===== config.mk =====
export PLATFORM = sky130hd
export DESIGN_NAME = led_blink_pattern_sequencer_top
export DESIGN_NICKNAME = d
export VERILOG_FILES = /design/src/rtl/lbps_pkg.sv /design/src/rtl/lbps_state_mem.sv /design/src/rtl/lbps_ctrl.sv /design/src/rtl/led_blink_pattern_sequencer_top.sv
export SDC_FILE = /design/constraint.sdc
export NUM_CORES = 1
export LEC_CHECK = 0
export ABC_AREA = 1
export BUFFER_PORTS_ARGS = -buffer_cell sky130_fd_sc_hd__buf_2
export CAP_MARGIN = 20
export CORE_MARGIN = 2
export CORE_UTILIZATION = 45
export CTS_CLUSTER_SIZE = 40
export DETAILED_ROUTE_END_ITERATION = 8
export SYNTH_ARGS = -nofsm -noshare
export SYNTH_HDL_FRONTEND = slang
export SYNTH_SLANG_ARGS = --single-unit

===== constraint.sdc =====
create_clock -name aclk -period 7.6 [get_ports aclk]
set_clock_uncertainty 0.15 [all_clocks]
set_input_delay 0.76 -clock aclk [delete_from_list [all_inputs] [get_ports aclk]]
set_output_delay 0.76 -clock aclk [all_outputs]
set_load 0.02 [all_outputs]

===== src/rtl/lbps_pkg.sv =====
// Shared types, codes and the blink table of the LED blink sequencer.
// No dependencies.
package lbps_pkg;

    localparam int NUM_CHANNELS_DEF = 8;
    localparam int PHASE_BITS_DEF   = 20;
    localparam int CH_MAX           = 8;
    localparam int PAT_W            = 3;
    localparam int COLOUR_W         = 24;

    localparam logic [2:0] CMD_TICK        = 3'd0;
    localparam logic [2:0] CMD_SET_PATTERN = 3'd1;
    localparam logic [2:0] CMD_ONESHOT     = 3'd2;
    localparam logic [2:0] CMD_SET_COLOUR  = 3'd3;
    localparam logic [2:0] CMD_SET_STANDBY = 3'd4;

    localparam logic [7:0]          ENABLE_RESET = 8'h01;
    localparam logic [COLOUR_W-1:0] COLOUR_WHITE = 24'hFFFFFF;

    typedef struct packed {
        logic rd_en;
        logic wr_en;
    } mem_cmd_t;

    typedef struct packed {
        logic [2:0] channel;
        logic       lit;
        logic [7:0] red;
        logic [7:0] green;
        logic [7:0] blue;
        logic       last;
    } result_t;

    // Indices 6 and 7 have no table word and read as off.
    function automatic logic [31:0] blink_word(input logic [2:0] pat);
        logic [31:0] w;
        case (pat)
            3'd0:    w = 32'h0000_0000;
            3'd1:    w = 32'h000F_FFFF;
            3'd2:    w = 32'h0000_0003;
            3'd3:    w = 32'h0003_FFFF;
            3'd4:    w = 32'h0005_5555;
            3'd5:    w = 32'h0000_7C1F;
            default: w = 32'h0000_0000;
        endcase
        return w;
    endfunction

endpackage


===== src/rtl/lbps_state_mem.sv =====
// Per-channel state memory: one write port, one registered read port.
// Depends on lbps_pkg.
module lbps_state_mem #(
    parameter int                 DEPTH      = lbps_pkg::CH_MAX,
    parameter int                 ADDR_W     = 3,
    parameter int                 WIDTH      = 74,
    parameter logic [WIDTH-1:0]   RESET_WORD = '0
) (
    input  logic                 aclk,
    input  logic                 aresetn,
    input  lbps_pkg::mem_cmd_t   mem_cmd,
    input  logic [ADDR_W-1:0]    addr,
    input  logic [WIDTH-1:0]     wr_data,
    output logic [WIDTH-1:0]     rd_data
);
    import lbps_pkg::*;

    logic [WIDTH-1:0] mem_reg [DEPTH];
    logic [DEPTH-1:0] valid_reg;
    logic [WIDTH-1:0] rd_data_reg;

    // Entries never written read as their reset value.
    always_ff @(posedge aclk) begin
        if (!aresetn) begin
            valid_reg <= '0;
        end else if (mem_cmd.wr_en) begin
            valid_reg[addr] <= 1'b1;
        end
    end

    always_ff @(posedge aclk) begin
        if (mem_cmd.wr_en) begin
            mem_reg[addr] <= wr_data;
        end
    end

    always_ff @(posedge aclk) begin
        if (mem_cmd.rd_en) begin
            rd_data_reg <= valid_reg[addr] ? mem_reg[addr] : RESET_WORD;
        end
    end

    assign rd_data = rd_data_reg;

endmodule


===== src/rtl/lbps_ctrl.sv =====
// Sequencer: read-modify-write of channel state for requests and ticks.
// Depends on lbps_pkg; drives lbps_state_mem.
module lbps_ctrl #(
    parameter int CH_LIMIT   = lbps_pkg::CH_MAX,
    parameter int ADDR_W     = 3,
    parameter int PHASE_BITS = lbps_pkg::PHASE_BITS_DEF,
    parameter int WORD_W     = 74
) (
    input  logic                 aclk,
    input  logic                 aresetn,
    input  logic [7:0]           channel_enable,
    input  logic                 s_valid,
    output logic                 s_ready,
    input  logic [2:0]           s_cmd,
    input  logic [2:0]           s_channel,
    input  logic [2:0]           s_pattern,
    input  logic [4:0]           s_cycle,
    input  logic [23:0]          s_rgb,
    output lbps_pkg::mem_cmd_t   mem_cmd,
    output logic [ADDR_W-1:0]    mem_addr,
    output logic [WORD_W-1:0]    mem_wr_data,
    input  logic [WORD_W-1:0]    mem_rd_data,
    output logic                 res_valid,
    input  logic                 res_ready,
    output lbps_pkg::result_t    res
);
    import lbps_pkg::*;

    localparam int SB_LSB = 0;
    localparam int CL_LSB = COLOUR_W;
    localparam int PH_LSB = 2 * COLOUR_W;
    localparam int OS_LSB = PH_LSB + PHASE_BITS;
    localparam int ST_LSB = OS_LSB + PAT_W;

    localparam logic [PHASE_BITS-1:0] PHASE_ONE = PHASE_BITS'(1);
    localparam logic [PHASE_BITS-1:0] PHASE_TOP = PHASE_ONE << (PHASE_BITS - 1);
    localparam logic [ADDR_W-1:0]     LAST_ADDR = ADDR_W'(CH_LIMIT - 1);
    localparam logic [7:0]            LIMIT_MASK = 8'((9'd1 << CH_LIMIT) - 9'd1);

    typedef enum logic [2:0] {
        ST_IDLE   = 3'b001,
        ST_READ   = 3'b010,
        ST_MODIFY = 3'b100
    } state_t;

    state_t            state_reg, state_next;
    logic [2:0]        cmd_reg, cmd_next;
    logic [2:0]        pat_reg, pat_next;
    logic [4:0]        cyc_reg, cyc_next;
    logic [23:0]       rgb_reg, rgb_next;
    logic [ADDR_W-1:0] addr_reg, addr_next;

    logic                  is_tick;
    logic                  known_req;
    logic                  in_range;
    logic [2:0]            steady;
    logic [2:0]            oneshot;
    logic [PHASE_BITS-1:0] phase;
    logic [23:0]           colour;
    logic [23:0]           standby;
    logic [2:0]            pick;
    logic [31:0]           word;
    logic                  lit;
    logic [4:0]            cyc_sat;
    logic [7:0]            above;

    always_ff @(posedge aclk) begin
        if (!aresetn) begin
            state_reg <= ST_IDLE;
        end else begin
            state_reg <= state_next;
        end
    end

    always_ff @(posedge aclk) begin
        cmd_reg  <= cmd_next;
        pat_reg  <= pat_next;
        cyc_reg  <= cyc_next;
        rgb_reg  <= rgb_next;
        addr_reg <= addr_next;
    end

    // Field view of the entry just read.
    always_comb begin
        standby = mem_rd_data[SB_LSB +: COLOUR_W];
        colour  = mem_rd_data[CL_LSB +: COLOUR_W];
        phase   = mem_rd_data[PH_LSB +: PHASE_BITS];
        oneshot = mem_rd_data[OS_LSB +: PAT_W];
        steady  = mem_rd_data[ST_LSB +: PAT_W];
        pick    = (oneshot != 3'd0) ? oneshot : steady;
        word    = blink_word(pick);
        lit     = |(word[PHASE_BITS-1:0] & phase);
        cyc_sat = ({1'b0, cyc_reg} > 6'(PHASE_BITS - 1)) ? 5'(PHASE_BITS - 1) : cyc_reg;
        above   = ~((8'd2 << 3'(addr_reg)) - 8'd1);
    end

    // Modified entry.
    always_comb begin
        mem_wr_data = mem_rd_data;
        case (cmd_reg)
            CMD_TICK: begin
                if (phase > PHASE_ONE) begin
                    mem_wr_data[PH_LSB +: PHASE_BITS] = phase >> 1;
                end else begin
                    mem_wr_data[PH_LSB +: PHASE_BITS] = PHASE_TOP;
                    mem_wr_data[OS_LSB +: PAT_W]      = 3'd0;
                end
            end
            CMD_SET_PATTERN: begin
                mem_wr_data[ST_LSB +: PAT_W] = pat_reg;
            end
            CMD_ONESHOT: begin
                mem_wr_data[OS_LSB +: PAT_W]      = pat_reg;
                mem_wr_data[PH_LSB +: PHASE_BITS] = PHASE_ONE << cyc_sat;
            end
            CMD_SET_COLOUR: begin
                mem_wr_data[CL_LSB +: COLOUR_W] = (rgb_reg != 24'd0) ? rgb_reg : standby;
            end
            CMD_SET_STANDBY: begin
                mem_wr_data[SB_LSB +: COLOUR_W] = rgb_reg;
            end
            default: begin
                mem_wr_data = mem_rd_data;
            end
        endcase
    end

    always_comb begin
        res.channel = 3'(addr_reg);
        res.lit     = lit;
        res.red     = lit ? colour[23:16] : 8'd0;
        res.green   = lit ? colour[15:8]  : 8'd0;
        res.blue    = lit ? colour[7:0]   : 8'd0;
        res.last    = (channel_enable & LIMIT_MASK & above) == 8'd0;
    end

    always_comb begin
        state_next = state_reg;
        cmd_next   = cmd_reg;
        pat_next   = pat_reg;
        cyc_next   = cyc_reg;
        rgb_next   = rgb_reg;
        addr_next  = addr_reg;
        mem_cmd    = '0;
        res_valid  = 1'b0;
        s_ready    = (state_reg == ST_IDLE);
        is_tick    = (cmd_reg == CMD_TICK);
        known_req  = (s_cmd == CMD_SET_PATTERN) || (s_cmd == CMD_ONESHOT) ||
                     (s_cmd == CMD_SET_COLOUR) || (s_cmd == CMD_SET_STANDBY);
        in_range   = {1'b0, s_channel} < 4'(CH_LIMIT);
        case (state_reg)
            ST_IDLE: begin
                if (s_valid) begin
                    cmd_next = s_cmd;
                    pat_next = s_pattern;
                    cyc_next = s_cycle;
                    rgb_next = s_rgb;
                    if (s_cmd == CMD_TICK) begin
                        addr_next  = '0;
                        state_next = ST_READ;
                    end else if (known_req && in_range) begin
                        addr_next  = s_channel[ADDR_W-1:0];
                        state_next = ST_READ;
                    end
                end
            end
            ST_READ: begin
                if (!is_tick || channel_enable[addr_reg]) begin
                    mem_cmd.rd_en = 1'b1;
                    state_next    = ST_MODIFY;
                end else if (addr_reg == LAST_ADDR) begin
                    state_next = ST_IDLE;
                end else begin
                    addr_next = addr_reg + ADDR_W'(1);
                end
            end
            ST_MODIFY: begin
                if (is_tick) begin
                    res_valid = 1'b1;
                    if (res_ready) begin
                        mem_cmd.wr_en = 1'b1;
                        if (addr_reg == LAST_ADDR) begin
                            state_next = ST_IDLE;
                        end else begin
                            addr_next  = addr_reg + ADDR_W'(1);
                            state_next = ST_READ;
                        end
                    end
                end else begin
                    mem_cmd.wr_en = 1'b1;
                    state_next    = ST_IDLE;
                end
            end
            default: begin
                state_next = ST_IDLE;
            end
        endcase
    end

    assign mem_addr = addr_reg;

endmodule


===== src/rtl/led_blink_pattern_sequencer_top.sv =====
// Top level of the LED blink sequencer: enable register, output register.
// Depends on lbps_pkg, lbps_state_mem and lbps_ctrl.
//
// An item on the s_ channel is either a request that changes one channel's
// settings (steady pattern, one-shot pattern with start phase, colour,
// standby colour) or a tick. A request produces no result; the block reads,
// modifies and writes back the channel's entry before it accepts the next
// item. A tick walks channels 0 up to min(NUM_CHANNELS, 8)-1 in order: an
// enabled channel's entry is read from memory, then written back as its
// result goes to the output register, which waits while that register is
// full and m_ready is low; a disabled channel is skipped. No new item is
// accepted until the walk is done. Each enabled channel yields one item on
// the m_ channel, with m_last on the final enabled channel; a tick with no
// channel enabled yields no item. The state memory's read and write ports
// share one address; each enabled channel's entry is read and written back
// once. channel_enable is written through cfg_wr_en/cfg_wr_data and should
// change only while the block is idle. After reset each entry reads as
// patterns off, phase at the top bit and white colours, with no clearing pass.
module led_blink_pattern_sequencer_top #(
    parameter int NUM_CHANNELS = lbps_pkg::NUM_CHANNELS_DEF,
    parameter int PHASE_BITS   = lbps_pkg::PHASE_BITS_DEF
) (
    input  logic       aclk,
    input  logic       aresetn,
    input  logic       cfg_wr_en,
    input  logic [7:0] cfg_wr_data,
    input  logic       s_valid,
    output logic       s_ready,
    input  logic [2:0] s_cmd,
    input  logic [2:0] s_channel,
    input  logic [2:0] s_pattern,
    input  logic [4:0] s_cycle,
    input  logic [7:0] s_red,
    input  logic [7:0] s_green,
    input  logic [7:0] s_blue,
    output logic       m_valid,
    input  logic       m_ready,
    output logic [2:0] m_out_channel,
    output logic       m_lit,
    output logic [7:0] m_drive_red,
    output logic [7:0] m_drive_green,
    output logic [7:0] m_drive_blue,
    output logic       m_last
);
    import lbps_pkg::*;

    // Only the first eight channels can ever be addressed.
    localparam int CH_LIMIT = (NUM_CHANNELS < CH_MAX) ? NUM_CHANNELS : CH_MAX;
    localparam int ADDR_W   = (CH_LIMIT > 1) ? $clog2(CH_LIMIT) : 1;
    localparam int WORD_W   = 2 * COLOUR_W + PHASE_BITS + 2 * PAT_W;

    localparam logic [PHASE_BITS-1:0] PHASE_TOP = PHASE_BITS'(1) << (PHASE_BITS - 1);
    // Entry layout, msb first: steady, one-shot, phase, colour, standby.
    localparam logic [WORD_W-1:0] RESET_WORD =
        {3'd0, 3'd0, PHASE_TOP, COLOUR_WHITE, COLOUR_WHITE};

    logic [7:0]        enable_reg;
    logic              m_valid_reg;
    result_t           out_reg;
    result_t           res;
    logic              res_valid;
    logic              res_ready;
    mem_cmd_t          mem_cmd;
    logic [ADDR_W-1:0] mem_addr;
    logic [WORD_W-1:0] mem_wr_data;
    logic [WORD_W-1:0] mem_rd_data;

    // Hold the enable mask; take each write at once.
    always_ff @(posedge aclk) begin
        if (!aresetn) begin
            enable_reg <= ENABLE_RESET;
        end else if (cfg_wr_en) begin
            enable_reg <= cfg_wr_data;
        end
    end

    // Output register: take a new result when empty or being drained.
    assign res_ready = !m_valid_reg || m_ready;

    always_ff @(posedge aclk) begin
        if (!aresetn) begin
            m_valid_reg <= 1'b0;
        end else if (res_valid && res_ready) begin
            m_valid_reg <= 1'b1;
        end else if (m_ready) begin
            m_valid_reg <= 1'b0;
        end
    end

    always_ff @(posedge aclk) begin
        if (res_valid && res_ready) begin
            out_reg <= res;
        end
    end

    lbps_state_mem #(
        .DEPTH      (CH_LIMIT),
        .ADDR_W     (ADDR_W),
        .WIDTH      (WORD_W),
        .RESET_WORD (RESET_WORD)
    ) u_state_mem (
        .aclk    (aclk),
        .aresetn (aresetn),
        .mem_cmd (mem_cmd),
        .addr    (mem_addr),
        .wr_data (mem_wr_data),
        .rd_data (mem_rd_data)
    );

    lbps_ctrl #(
        .CH_LIMIT   (CH_LIMIT),
        .ADDR_W     (ADDR_W),
        .PHASE_BITS (PHASE_BITS),
        .WORD_W     (WORD_W)
    ) u_ctrl (
        .aclk           (aclk),
        .aresetn        (aresetn),
        .channel_enable (enable_reg),
        .s_valid        (s_valid),
        .s_ready        (s_ready),
        .s_cmd          (s_cmd),
        .s_channel      (s_channel),
        .s_pattern      (s_pattern),
        .s_cycle        (s_cycle),
        .s_rgb          ({s_red, s_green, s_blue}),
        .mem_cmd        (mem_cmd),
        .mem_addr       (mem_addr),
        .mem_wr_data    (mem_wr_data),
        .mem_rd_data    (mem_rd_data),
        .res_valid      (res_valid),
        .res_ready      (res_ready),
        .res            (res)
    );

    assign m_valid       = m_valid_reg;
    assign m_out_channel = out_reg.channel;
    assign m_lit         = out_reg.lit;
    assign m_drive_red   = out_reg.red;
    assign m_drive_green = out_reg.green;
    assign m_drive_blue  = out_reg.blue;
    assign m_last        = out_reg.last;

endmodule


== Word-level counts from Yosys, hierarchy flattened ==
Memory sizes are Yosys's and may differ from the RTL's. A register that Yosys moved wholly into a read port is not among the register bits.
Cells that the tools add are included.
Word-level totals
  word-level logic and storage cells: 117
  output and inout port bits: 31
  memories: 1
  input bits: 51
  bits in writable memories: 592
  register bits after elaboration: 87
Memories
  u_state_mem.mem_reg: depth 8, bits a word 74, rd ports 1, clocked after memory_dff 1, write ports 1, RTL line lbps_state_mem.sv:18  | logic [WIDTH-1:0] mem_reg [DEPTH];
Cells by class
  muxes and demuxes: 44
  magnitude comparators: 4
  add/subtract/negate cells: 2
  shift operators: 2
  eq/ne operators: 24
  reduce and logical (&&, ||, !) cells: 21
  bitwise gates (word level): 4
Operator list (number)
  $pmux W20 S5: 1
  $mux W24: 3
  $mux W3: 17
  $pmux W23 S2: 1
  $reduce_bool A24 Y1: 1
  $eq A3 B2 Y1 const B: 7
  $and A20 B20 Y20: 1
  $gt A20 B1 Y1 const B: 1
  $mux W20: 1
  $reduce_or A20 Y1: 1
  $shl A1 B5 Y20 const A: 1
  $eq A3 B3 Y1 const B: 6
  $pmux W3 S3: 2
  $mux W1: 14
  $eq A3 B1 Y1 const B: 4
  $and A8 B8 Y8: 1
  $logic_not A8 Y1: 1
  $not A8 Y8: 1
  $or A8 B8 Y8: 1
  $shl A2 B3 Y8 const A: 1
  $sub A8 B1 Y8 const B: 1
  $bmux W1 S3: 2
  $logic_not A3 Y1: 2
  $ne A2 B2 Y1 const B: 3
  18 further kinds: 27

== Depth between registers and ports, before layout ==
  word-level depth: 8
  gate-level depth with buffers: 12
  gate-level depth less buffers: 11

== Cells and area by module ==
From an unflattened synthesis, not the netlist that was laid out.
Unflattened totals
  cells, all modules: 3138
  area, all modules: 32613.8 µm²
Modules (own cells, without submodules)
  lbps_state_mem: times used 1, sequential area each 20159.3 µm², area an instance 27752.9 µm², cells each 2519
  lbps_ctrl: times used 1, sequential area each 1201.2 µm², area an instance 3681.0 µm², cells each 550
  led_blink_pattern_sequencer_top: times used 1, sequential area each 1051.0 µm², area an instance 1179.9 µm², cells each 69

== Worst setup path after synthesis ==
Ideal clock, no wire load.
  kind: input -> register
  from: in m_ready
  to: mem u_state_mem.mem_reg[7][0] (enable)
  stages on the path: 4
  path buffers: 0
  data arrival time: 6.141 ns
  setup time: 0.599 ns
  path slack: 0.710 ns
  data required time: 6.851 ns
  path through: nor2_1 a21oi_1 inv_1 nor3_1
On the way
  word-level cells in the longest chain between the ends: 6
Ends and longest elaborated chain
  start, declared: RTL line led_blink_pattern_sequencer_top.sv:37  | input logic m_ready,
  $logic_or A1 B1 Y1: RTL line led_blink_pattern_sequencer_top.sv:78  | assign res_ready = !m_valid_reg || m_ready;
  $mux W1: RTL line lbps_ctrl.sv:180  | if (res_ready) begin
  $mux W1: RTL line lbps_ctrl.sv:178  | if (is_tick) begin
  $mux W1: RTL line lbps_ctrl.sv:151  | case (state_reg)
  $mux W1: RTL line lbps_state_mem.sv:32  | if (mem_cmd.wr_en) begin
  $mux W1 (implied by the code): RTL line lbps_state_mem.sv:33  | mem_reg[addr] <= wr_data;
  end, declared: RTL line lbps_state_mem.sv:18
Every way passes these cells.

== Worst setup path in the final report ==
  from: reg u_ctrl.addr_reg[1] (netlist: u_ctrl.mem_addr[1])
  to: mem u_state_mem.mem_reg[6][8] (enable)
RTL lines
  start, declared: RTL line lbps_ctrl.sv:51  | logic [ADDR_W-1:0] addr_reg, addr_next;
  start signal, assigned: RTL line lbps_ctrl.sv:80  | addr_reg <= addr_next;
No word-level cell before the write port.

==> impl_metrics.env <==
export IMPL_min_path_type="in -> reg"
export IMPL_yosysWarnings=0
export IMPL_swShare_pct=26.95
export IMPL_largest_reg_flops=592
export IMPL_fin_area_sq_mm=0.03279
export IMPL_synth_distinct_cells=43
export IMPL_crit_path_start_kind="flip-flop"
export IMPL_p_seq_share_pct=49.0
export IMPL_fin_nets=2299
export IMPL_finalWirelength_mm=73.54
export IMPL_crit_buf_inv=2
export IMPL_ys_seq_area_share_pct=77.19
export IMPL_cp_end_kind="flip-flop"
export IMPL_period_needed_ns=4.101
export IMPL_syn_area_sq_mm=0.02903
export IMPL_syn2layout_area_growth_pct=12.95
export IMPL_die_h_um=258.0
export IMPL_cp_slowest_cell="nor2_4"
export IMPL_pre_cts_slack_ns=3.471
export IMPL_mostFrequentLayoutCells="733 x edfxtp_1, 531 x nand2_1, 149 x inv_1"
export IMPL_num_vias=17675
export IMPL_tritoncts="built"
export IMPL_fp_dieW_um=258.0
export IMPL_vdd_drop_max_mv=0.1401
export IMPL_crit_top_cell="nor2_4"
export IMPL_cts_sinks=753
export IMPL_max_freq_ghz=0.2438
export IMPL_first_iter_violations=1689
export IMPL_internal_power_mw=7.228
export IMPL_postCtsHoldBufs=0
export IMPL_ioPinCount=82
export IMPL_hold_ws_ns=0.1743
export IMPL_slowest_delay_ns=0.83
export IMPL_worst_slack_ns=3.499
export IMPL_synthFlopType="edfxtp_1"
export IMPL_slew_headroom_pct=23.34
export IMPL_post_cts_resized=0
export IMPL_totalPowerFinal_mw=9.894
export IMPL_crit_fanout=48
export IMPL_hold_violations=0
export IMPL_dieArea_sq_mm=0.06657
export IMPL_status="completed"
export IMPL_cts_buffers=73
export IMPL_overflow=0
export IMPL_p_leak_nw=11.31
export IMPL_slew_viol_final=0
export IMPL_grt_use_total_pct=22.00
export IMPL_fin_crit_sh_pct=53.97
export IMPL_post_cts_buffers=0
export IMPL_worstPathArrival_ns=4.18
export IMPL_io_buffers=81
export IMPL_grt_max_degree=64
export IMPL_routedWlPerCell_um=23.35
export IMPL_timing_worst_setup_path_type="reg -> reg"
export IMPL_yosys_register_bits=753
export IMPL_synth_nets=2200
export IMPL_clockPowerShare_pct=36.1
export IMPL_ys_async_sr_fraction_pct=0
export IMPL_rows=93
export IMPL_via_per_inst=5.611
export IMPL_cp_cell_sequence="nand2_1, nor2_4, inv_1, nor2_4, buf_4"
export IMPL_initial_utilization_pct=45.28
export IMPL_drc=0
export IMPL_tns_ns=0
export IMPL_pwr_share_comb_pct=14.9
export IMPL_clkTransAtPathRegs_ns=0.06
export IMPL_final_common_cell="edfxtp_1"
export IMPL_path_delay_family="simple AND/OR/NAND/NOR gates"
export IMPL_clockBufferDepth=3
export IMPL_synth_area_per_cell_sq_um=13.55
export IMPL_crit_required_ns=7.68
export IMPL_gp_congestion=0.8461
export IMPL_power_density_mw_per_mm2=301.7
export IMPL_grt_pass1_vias=17303
export IMPL_p_sw_mw=2.666
export IMPL_synth_edf_count=733
export IMPL_rsz0062_at_grt="false"
export IMPL_synthCells=2143
export IMPL_n_antenna_cell=0
export IMPL_dr_pass1_iters=7
export IMPL_antenna_left=0
export IMPL_clock_latency_ns=0.62
export IMPL_worst_pin_slew_ns=1.150
export IMPL_post_dp_hpwl_mm=39.32
export IMPL_ctsHtreeMaxLevel=3
export IMPL_dpl_cell_area_sq_mm=0.03045
export IMPL_cap_viol_max_count=0
export IMPL_setup_viol=0
export IMPL_grt_pass1_wl_mm=109.3
export IMPL_antenna_found_initial=1
export IMPL_core_sq_mm=0.06412
export IMPL_cts_root_buf="clkbuf_16"
export IMPL_final_layout_size_suffix_gt1_share_pct=11.55
path summary, 6_finish.rpt:
| check | slack, ns | startpoint | cells after the start | end |
|---|---|---|---|---|
| worst min register to register | 0.32 | u_state_mem.valid_reg[2]$_SDFFE_PN0P_ | 1 | u_state_mem.valid_reg[2]$_SDFFE_PN0P_ |
| worst min-delay path | 0.17 | s_red[7] | 1 | u_ctrl.rgb_reg[23]$_DFFE_PP_ |
| worst max register to register | 3.50 | u_ctrl.mem_addr[1]$_DFFE_PP_ | 5 | u_state_mem.mem_reg[6][8]$_DFFE_PP_ |
| worst max-delay path | 3.50 | u_ctrl.mem_addr[1]$_DFFE_PP_ | 5 | u_state_mem.mem_reg[6][8]$_DFFE_PP_ |
cell families after synthesis:
| group | Yosys count | synth area share (%) |
|---|---|---|
| adders and majority gates | 6 | 0.2586 |
| AOI/OAI and AO/OA | 281 | 6.662 |
| buffers and inverters | 262 | 3.667 |
| DFF | 753 | 77.19 |
| xor gates and xnor gates | 1 | 0.03017 |
| and+or+nand+nor | 840 | 12.19 |
layout make-up:
class | instances | area (sq um)
clock inverter | 37 | 342.8
timing repair buffer | 117 | 688.2
multi-input combinational | 1128 | 5665
tap | 855 | 1070
inverter | 169 | 635.6
sequential | 753 | 22410
clock buffer | 91 | 1979
fill | 5354 | 31320
Yosys cell counts, types with 2 or more instances:
| master | count | area share (%) |
|---|---|---|
| buf_2 | 19 | 0.33 |
| nand3_2 | 2 | 0.069 |
| o211ai_1 | 4 | 0.10 |
| clkbuf_1 | 56 | 0.72 |
| buf_4 | 11 | 0.28 |
| o21bai_1 | 2 | 0.052 |
| a221oi_1 | 56 | 1.7 |
| o21ai_2 | 11 | 0.33 |
| nor2_1 | 112 | 1.4 |
| o221ai_1 | 7 | 0.21 |
| o21ai_1 | 7 | 0.12 |
| o21a_1 | 8 | 0.21 |
| and3_1 | 7 | 0.15 |
| a22o_1 | 18 | 0.54 |
| nor3_1 | 10 | 0.17 |
| o21ai_0 | 72 | 1.2 |
| nor2_2 | 3 | 0.065 |
| nor4_1 | 2 | 0.043 |
| nand4_1 | 73 | 1.6 |
| nand2_1 | 531 | 6.9 |
| nand3_1 | 94 | 1.6 |
| buf_1 | 4 | 0.052 |
| o31ai_1 | 2 | 0.052 |
| ha_1 | 6 | 0.26 |
| inv_1 | 150 | 1.9 |
| a211oi_1 | 7 | 0.18 |
| dfxtp_1 | 20 | 1.4 |
| inv_2 | 18 | 0.23 |
| a22oi_1 | 36 | 0.93 |
| a21oi_1 | 25 | 0.43 |
| buf_6 | 2 | 0.078 |
| a31oi_1 | 25 | 0.54 |
| edfxtp_1 | 733 | 76 |
power groups by stage:
stage | clock network, mW | logic (mW) | registers (mW)
5_1_grt | 3.78 | 1.62 | 4.85
3_5_place_dp | 0 | 1.47 | 4.93
6_report | 3.57 | 1.48 | 4.85
3_3_place_gp | 0 | 1.45 | 4.93
2_1_floorplan | 0 | 0.966 | 4.89
4_1_cts | 3.63 | 1.48 | 4.85
per-layer routing:
layer  vias to the layer above  GRT usage [%]  part of all wire, %
met1                      8923          29.41                   42
li1                       7983              -                    -
met5                         -              0                    0
met3                       102          3.170                  6.6
met4                         0          7.097                  2.3
met2                       667          37.30                   49
stage by stage:
step	utilization (%)	cells
2_1_floorplan	-	2143
3_3_place_gp	47.46	3018
3_5_place_dp	47.49	3019
4_1_cts	51.11	3147
5_1_grt	51.15	3150
6_report	51.15	3150
worst reg2reg max path: stages (launching register included):
cell and delay [ns]:
edfxtp_1 0.69, nand2_1 0.31, nor2_4 0.75, inv_1 0.18, nor2_4 0.83, buf_4 0.80
Power figures use the tool's default switching activity.
